$ cat config.mk
export PLATFORM = sky130hd
export DESIGN_NAME = scfla_ctrl
export DESIGN_NICKNAME = d
export VERILOG_FILES = /design/src/rtl/core/scfla_pkg.sv /design/src/rtl/core/scfla_ctrl.sv
export SDC_FILE = /design/constraint.sdc
export NUM_CORES = 1
export LEC_CHECK = 0
export ABC_AREA = 1
export BUFFER_PORTS_ARGS = -buffer_cell sky130_fd_sc_hd__buf_4
export CAP_MARGIN = 20
export CORE_MARGIN = 2
export CORE_UTILIZATION = 54
export CTS_BUF_LIST = sky130_fd_sc_hd__clkbuf_4 sky130_fd_sc_hd__clkbuf_8
export CTS_CLUSTER_SIZE = 16
export DETAILED_ROUTE_END_ITERATION = 6
export GPL_ROUTABILITY_DRIVEN = 0
export PLACE_DENSITY = 0.79
export SYNTH_ARGS = -nofsm -noshare
export SYNTH_HDL_FRONTEND = slang
export SYNTH_SLANG_ARGS = --single-unit
$ cat constraint.sdc
create_clock -name aclk -period 1.5 [get_ports aclk]
set_input_delay 0.225 -clock aclk [delete_from_list [all_inputs] [get_ports aclk]]
set_output_delay 0.225 -clock aclk [all_outputs]
set_load 0.1 [all_outputs]
$ cat src/rtl/core/scfla_pkg.sv
// Shared constants, types and control bundles of the size-class allocator.
`default_nettype none

package scfla_pkg;

    // Heap geometry in 8-byte words
    localparam int ARENA_WORDS       = 512;
    localparam int HEAP_WORDS        = 32768;
    localparam int LARGE_BLOCK_WORDS = 2048;
    localparam int MAX_CLASSES       = 32;

    localparam int BYTE_SH  = 3;
    localparam int WORD_W   = $clog2(HEAP_WORDS);
    localparam int ARENA_SH = $clog2(ARENA_WORDS);
    localparam int AIDX_W   = WORD_W - ARENA_SH;
    localparam int CLS_W    = $clog2(MAX_CLASSES);
    localparam int ADDR_W   = WORD_W + BYTE_SH;
    localparam int SIZE_W   = 20;
    localparam int SCLS_W   = SIZE_W - BYTE_SH;
    localparam int CMD_W    = 2;
    localparam int STAT_W   = 3;

    // A large block links onward only while the next one still fits below the cap
    localparam int LARGE_CONT_LIMIT = HEAP_WORDS - 2 * LARGE_BLOCK_WORDS;
    localparam int LARGE_MASK       = LARGE_BLOCK_WORDS - 1;

    localparam logic [CLS_W-1:0] LAST_CLASS_RST = CLS_W'(15);

    typedef enum logic [CMD_W-1:0] {
        CMD_ALLOC   = 2'd0,
        CMD_FREE    = 2'd1,
        CMD_REALLOC = 2'd2
    } cmd_t;

    typedef enum logic [STAT_W-1:0] {
        STAT_ALLOC   = 3'd0,
        STAT_MOVED   = 3'd1,
        STAT_KEPT    = 3'd2,
        STAT_FREED   = 3'd3,
        STAT_NULL    = 3'd4,
        STAT_IGNORED = 3'd5
    } status_t;

    // Link memory read address source
    typedef enum logic [1:0] {
        RD_NONE     = 2'd0,
        RD_BASE_NEW = 2'd1,
        RD_BASE_OLD = 2'd2,
        RD_LINK     = 2'd3
    } rd_sel_t;

    // Link memory write address and data source
    typedef enum logic [2:0] {
        WR_NONE     = 3'd0,
        WR_SWEEP    = 3'd1,
        WR_BASE_NEW = 3'd2,
        WR_HEAD_CLR = 3'd3,
        WR_WORD     = 3'd4,
        WR_BASE_OLD = 3'd5
    } wr_sel_t;

    typedef struct packed {
        logic    cfg_load;
        logic    load_in;
        logic    sweep_step;
        rd_sel_t rd_sel;
        wr_sel_t wr_sel;
        logic    load_head;
        logic    load_out;
        status_t out_status;
    } dp_cmd_t;

    typedef struct packed {
        logic [CMD_W-1:0] cmd;
        logic             addr_present;
        logic             size_zero;
        logic             blk_invalid;
        logic             same_class;
        logic             head_zero;
        logic             sweep_last;
    } dp_stat_t;

endpackage

`default_nettype wire

$ cat src/rtl/core/scfla_ctrl.sv
// Allocator controller: request sequencing, chain rebuild and handshakes.
`default_nettype none

module scfla_ctrl (
    input  wire logic                aclk,
    input  wire logic                aresetn,
    input  wire logic                s_valid,
    output logic                     s_ready,
    output logic                     m_valid,
    input  wire logic                m_ready,
    input  wire logic                cfg_valid,
    output logic                     cfg_ready,
    output scfla_pkg::dp_cmd_t       ctl,
    input  wire scfla_pkg::dp_stat_t sts
);

    typedef enum logic [9:0] {
        S_INIT      = 10'b0000000001,
        S_IDLE      = 10'b0000000010,
        S_EVAL      = 10'b0000000100,
        S_POP_HEAD  = 10'b0000001000,
        S_POP_LINK  = 10'b0000010000,
        S_POP_CLR   = 10'b0000100000,
        S_PUSH_BASE = 10'b0001000000,
        S_PUSH_LINK = 10'b0010000000,
        S_PUSH_HEAD = 10'b0100000000,
        S_DONE      = 10'b1000000000
    } state_t;

    state_t             state_reg, state_next;
    scfla_pkg::status_t res_reg, res_next;
    logic               m_valid_reg, m_valid_next;
    logic               alloc_path;

    assign s_ready   = (state_reg == S_IDLE) && !cfg_valid;
    assign cfg_ready = 1'b1;
    assign m_valid   = m_valid_reg;

    // Sequence one request through pop and push steps
    always_comb begin
        state_next     = state_reg;
        res_next       = res_reg;
        alloc_path     = 1'b0;
        ctl            = '0;
        ctl.rd_sel     = scfla_pkg::RD_NONE;
        ctl.wr_sel     = scfla_pkg::WR_NONE;
        ctl.out_status = res_reg;

        case (state_reg)
            S_INIT: begin
                ctl.wr_sel     = scfla_pkg::WR_SWEEP;
                ctl.sweep_step = 1'b1;
                if (sts.sweep_last) begin
                    state_next = S_IDLE;
                end
            end
            S_IDLE: begin
                if (s_valid && s_ready) begin
                    ctl.load_in = 1'b1;
                    state_next  = S_EVAL;
                end
            end
            S_EVAL: begin
                state_next = S_DONE;
                res_next   = scfla_pkg::STAT_NULL;
                case (sts.cmd)
                    scfla_pkg::CMD_ALLOC: alloc_path = 1'b1;
                    scfla_pkg::CMD_FREE: begin
                        if (sts.addr_present && !sts.blk_invalid) begin
                            ctl.rd_sel = scfla_pkg::RD_BASE_OLD;
                            res_next   = scfla_pkg::STAT_FREED;
                            state_next = S_PUSH_LINK;
                        end else begin
                            res_next = scfla_pkg::STAT_IGNORED;
                        end
                    end
                    scfla_pkg::CMD_REALLOC: begin
                        if (!sts.addr_present) begin
                            alloc_path = 1'b1;
                        end else if (sts.size_zero || sts.blk_invalid) begin
                            res_next = scfla_pkg::STAT_NULL;
                        end else if (sts.same_class) begin
                            res_next = scfla_pkg::STAT_KEPT;
                        end else begin
                            ctl.rd_sel = scfla_pkg::RD_BASE_NEW;
                            res_next   = scfla_pkg::STAT_MOVED;
                            state_next = S_POP_HEAD;
                        end
                    end
                    default: res_next = scfla_pkg::STAT_NULL;
                endcase
                if (alloc_path && !sts.size_zero) begin
                    ctl.rd_sel = scfla_pkg::RD_BASE_NEW;
                    res_next   = scfla_pkg::STAT_ALLOC;
                    state_next = S_POP_HEAD;
                end
            end
            S_POP_HEAD: begin
                // Empty list: give up; on a move the old block stays where it is
                if (sts.head_zero) begin
                    res_next   = scfla_pkg::STAT_NULL;
                    state_next = S_DONE;
                end else begin
                    ctl.load_head = 1'b1;
                    ctl.rd_sel    = scfla_pkg::RD_LINK;
                    state_next    = S_POP_LINK;
                end
            end
            S_POP_LINK: begin
                ctl.wr_sel = scfla_pkg::WR_BASE_NEW;
                state_next = S_POP_CLR;
            end
            S_POP_CLR: begin
                ctl.wr_sel = scfla_pkg::WR_HEAD_CLR;
                state_next = (res_reg == scfla_pkg::STAT_MOVED) ? S_PUSH_BASE : S_DONE;
            end
            S_PUSH_BASE: begin
                ctl.rd_sel = scfla_pkg::RD_BASE_OLD;
                state_next = S_PUSH_LINK;
            end
            S_PUSH_LINK: begin
                ctl.wr_sel = scfla_pkg::WR_WORD;
                state_next = S_PUSH_HEAD;
            end
            S_PUSH_HEAD: begin
                ctl.wr_sel = scfla_pkg::WR_BASE_OLD;
                state_next = S_DONE;
            end
            S_DONE: begin
                // Hold until the result register frees up
                if (!m_valid_reg || m_ready) begin
                    ctl.load_out = 1'b1;
                    state_next   = S_IDLE;
                end
            end
            default: state_next = S_INIT;
        endcase

        // A register write restarts the chain rebuild
        if (cfg_valid) begin
            ctl.cfg_load = 1'b1;
            state_next   = S_INIT;
        end
    end

    // Result valid: set on load, drop when taken
    always_comb begin
        m_valid_next = m_valid_reg;
        if (ctl.load_out) begin
            m_valid_next = 1'b1;
        end else if (m_ready) begin
            m_valid_next = 1'b0;
        end
    end

    always_ff @(posedge aclk) begin
        if (!aresetn) begin
            state_reg   <= S_INIT;
            res_reg     <= scfla_pkg::STAT_NULL;
            m_valid_reg <= 1'b0;
        end else begin
            state_reg   <= state_next;
            res_reg     <= res_next;
            m_valid_reg <= m_valid_next;
        end
    end

    // One request in flight at a time
    a_one_inflight: assert property (@(posedge aclk) disable iff (!aresetn)
        (s_valid && s_ready) |=> !s_ready)
        else $error("second request taken while one is in flight");

    a_result_rise: assert property (@(posedge aclk) disable iff (!aresetn)
        $rose(m_valid_reg) |-> $past(state_reg == S_DONE))
        else $error("result raised outside the completion step");

    // Link write of a pop only follows the head read
    a_pop_order: assert property (@(posedge aclk) disable iff (!aresetn)
        state_reg == S_POP_LINK |-> $past(state_reg == S_POP_HEAD))
        else $error("pop link step without a head read");

endmodule

`default_nettype wire

==> results of run 1 <==
## cells by family after synthesis
family / share of synthesized area
AOI/OAI and AO/OA: 0.0355
adders and majority gates: 0.0333
buffers and inverters: 0.136
DFF: 0.248
other: 0.00332
and+or+nand+nor: 0.543
## synth_stat cells
master   instances
nand3_1         17
nor4_4           1
o21ai_0          3
nor2_8           2
nor2_4           4
nand4_1          3
nor3_2           2
nor3_1           1
nand2_2          4
nor3b_1          2
conb_1           1
nor4_1           2
inv_1           34
a21oi_1          4
nand2_1         37
nor2_2           3
ha_1             3
dfxtp_1         14
nand3_4          1
buf_4            3
nand2_4          4
inv_2            1
nor2_1          28
o21ai_1          1
## per-stage QoR
stage	hold WS [ns]	area [um^2]	worst slack [ns]	setup TNS (ns)
2_1_floorplan	0.309	1180	-1.08	-2.23
3_3_place_gp	0.448	1650	-0.155	-0.596
3_5_place_dp	0.452	1650	-0.206	-0.909
==> reports/results.ini, run 1 <==
[logic_synthesis]
syn-instance-count=175
synth.avg_cell_area_um2=6.45
synth.area.top_cells=dfxtp_1 25%, nand2_1 12%, inv_1 11%
yosys.area.top_type=dfxtp_1
syn_nets=191
yosysSeqAreaShare=0.248
syn-cell-area_mm2=0.00113
yosys_warnings=0
yosys.cell_types.count=24
synth.ff_latch_count=14
synth_top_area_frac=0.248

[floorplan]
die_x_um=49.7
core.rowCount=16
die_h_um=49.7
ioPinCount=29
start_util=0.575

[place]
place_hpwl_mm=2.70
numPlacedInstances=259
io_buffers=27

[run_status]
status=aborted with a tool error
error=[ERROR DPL-0038] Utilization greater than 100%, impossible to legalize
stop_stage=4_1_cts

[cts]
htreeDepth=1
cts_sinks=14
cts_resized=62
postCtsHoldBufs=0
cts_made_buffers=3
clockBufferDepth=2
clockRootBuffer=clkbuf_4
post-cts-setup-buffers=8

==> inputs of run 2 (changes only) <==
--- a/config.mk
+++ b/config.mk
@@ -8,13 +8,11 @@
 export ABC_AREA = 1
 export BUFFER_PORTS_ARGS = -buffer_cell sky130_fd_sc_hd__buf_4
 export CAP_MARGIN = 20
-export CORE_MARGIN = 2
-export CORE_UTILIZATION = 54
-export CTS_BUF_LIST = sky130_fd_sc_hd__clkbuf_4 sky130_fd_sc_hd__clkbuf_8
-export CTS_CLUSTER_SIZE = 16
+export CORE_AREA = 2 2 63 65
 export DETAILED_ROUTE_END_ITERATION = 6
+export DIE_AREA = 0 0 65 67
 export GPL_ROUTABILITY_DRIVEN = 0
-export PLACE_DENSITY = 0.79
+export PLACE_DENSITY_LB_ADDON = 0.15
 export SYNTH_ARGS = -nofsm -noshare
 export SYNTH_HDL_FRONTEND = slang
 export SYNTH_SLANG_ARGS = --single-unit
==> reports/results.ini, run 2 <==
[floorplan]
start_util=0.313  ; -0.262
die-area_mm2=0.00436
coreArea_mm2=0.00361
ioPinCount=29  ; unchanged
die_h_um=67  ; +35%
die_x_um=65  ; +31%
core.rowCount=22  ; +6

[timing]
hold_slack_ns=0.194
fin_crit_ns=1.79
period_share=1.19
rsz0062_at_grt=true
final_hold_viol_count=0
fmax_mhz=559
layout_setup_ws_ns=-0.290
drv_slew=0
fin_skew_ns=0.00529
tns_ns=-2.71
finalSetupViolCount=14

[logic_synthesis]
yosys_warnings=0  ; unchanged
async_flop_share=0  ; unchanged
yosys.cell_types.count=24  ; unchanged
synth.area.top_cells=dfxtp_1 25%, nand2_1 12%, inv_1 11%
yosys.area.top_type=dfxtp_1
syn-instance-count=175  ; unchanged
syn_nets=191  ; unchanged
synth.avg_cell_area_um2=6.45  ; unchanged
syn-cell-area_mm2=0.00113  ; unchanged
synthTopCellsByCount=37 x nand2_1, 34 x inv_1, 28 x nor2_1
synth.ff_latch_count=14  ; unchanged
synth_most_common_cell=nand2_1
yosysSeqAreaShare=0.248  ; unchanged
synth_top_area_frac=0.248  ; unchanged
synth_edf_count=0  ; unchanged
synth_ff_type=dfxtp_1

[critical_path]
max_stage_delay_ns=0.33
cp_top_family=simple AND/OR/NAND/NOR gates
worstPathArrival_ns=1.56
cp-endpoint=ctl[3]
startpoint_type=flip-flop
critPathMostFrequentCell=nor2_4
critPathBufInv=2
r2r-start=state_reg[4]$_SDFFE_PP0P_
crit_chain=nor2_4, nand2_8, buf_4, nor2_4, nand2_2, nor2_4, buf_12
required_ns=1.27
r2r_end=state_reg[1]$_SDFFE_PP0P_
critPathKind=reg -> out
startpoint=state_reg[4]$_SDFFE_PP0P_
r2r_setup_slack_ns=-0.13
crit_cells=7
cp_slowest_cell=dfxtp_2
r2r_cells=12
end_kind=primary output
cp_max_fo=6

[global_route]
antenna_found_initial=0
grt_start_max_net_pins=9
grt_pass1_vias=1293
globalRoute.totalOverflow=0
grt_use_total=0.163
grt_pass1_wl_mm=5.44

[cts]
clockRootBuffer=clkbuf_8
clockBufferDepth=2  ; unchanged
clk_latency_ns=0.25
htreeDepth=1  ; unchanged
cts_sinks=14  ; unchanged
cts_made_buffers=3  ; unchanged
clk_pin_slew_ns=0.06
cts_tree=built

[min_path]
min_path_type=in -> reg
min-delay-start=aresetn

[job]
maxCapViolations=0

[place]
io_buffers=27  ; unchanged
place_hpwl_mm=2.59  ; -3.8%

[cells_and_area]
layout_common_cells=62 x buf_4, 29 x inv_1, 25 x nand2_1, 22 x nor2_1, 14 x nand3_1
antennaDiodeCount=0
fillerInstances=317
syn2layout_area_growth_pct=92.1
largest_reg_flops=10
layout.nets=270
drive_gt1_frac=0.565
layout_commonest_cell=buf_4

[run_status]
status=finished, violations left
violations=setup timing

[route]
dr.pass1.iters=4
drt_wl_total_mm=3.39
vias_per_cell=4.36
dr.first_iter.drc_count=67
ant_nets=0
drc_errors=0
dr_total_vias=1313
wl_per_cell_um=11.3

[power_and_ir_drop]
power.leakage_uw=0.00106
peakVddDrop_mv=0.318
power_density_mw_per_mm2=478

## run 2: cell counts after synthesis
Identical to the previous run, type by type.
## run 2: cell families after synthesis
group,count (synthesis),share of synthesized area
AO/OA/AOI/OAI,8,0.0355
other,1,0.00332
flip-flops,14,0.248
buffers and inverters,38,0.136
adder cells (fa/ha/maj),3,0.0333
AND/OR/NAND/NOR,111,0.543
## run 2: worst min-delay path by stage
stage / to / slack, ns / cells after the start
5_1_grt: res_reg[2]$_SDFFE_PN1P_ / 0.21 / 2
2_1_floorplan: res_reg[2]$_SDFFE_PN1P_ / 0.31 / 1
4_1_cts: res_reg[2]$_SDFFE_PN1P_ / 0.20 / 2
3_3_place_gp: res_reg[2]$_SDFFE_PN1P_ / 0.45 / 2
3_5_place_dp: res_reg[2]$_SDFFE_PN1P_ / 0.45 / 2
6_report: res_reg[2]$_SDFFE_PN1P_ / 0.19 / 2
## run 2: area by class of cell
class	count	area [um^2]	share of cell area
Clock buffer	4	55.1	0.0254
Tap cell	48	60.1	0.0277
Multi-Input combinational cell	123	882	0.407
Sequential cell	14	293	0.135
Timing Repair Buffer	77	731	0.337
Inverter	35	148	0.0681
## run 2: routing by layer
layer	vias to the layer above	wire length (um)	GRT usage
li1	687	-	-
met3	4	121	0.0186
met2	28	1830	0.316
met1	594	1400	0.173
met5	-	0	0
met4	0	37	0.0798
## run 2: timing repair
| item | 4_1_cts | 5_1_grt |
|---|---|---|
| pin swaps | 12 | 5 |
| hold buffers | 0 | 0 |
| buffers inserted | 6 | 8 |
| gates resized for setup | 59 | 20 |
| setup endpoints to repair | 13 | 16 |
| endpoints found under the hold margin | 0 | 0 |
## run 2: through the flow
| stage | instances | util | area (um^2) | power (uW) | worst slack, ns |
|---|---|---|---|---|---|
| 2_1_floorplan | 175 | - | 1180 | 548 | -1.08 |
| 3_3_place_gp | 283 | 0.474 | 1710 | 629 | -0.169 |
| 3_5_place_dp | 283 | 0.474 | 1710 | 633 | -0.229 |
| 4_1_cts | 293 | 0.559 | 2020 | 1030 | -0.286 |
| 5_1_grt | 301 | 0.601 | 2170 | 1080 | -0.375 |
| 6_report | 301 | 0.601 | 2170 | 1040 | -0.290 |
## run 2: power breakdown
group	internal [uW]	switching [uW]	total (uW)
clock	233	142	375
combinational	115	170	285
sequential	375	2.50	377
No activity file was read; power rests on OpenSTA's default activity.
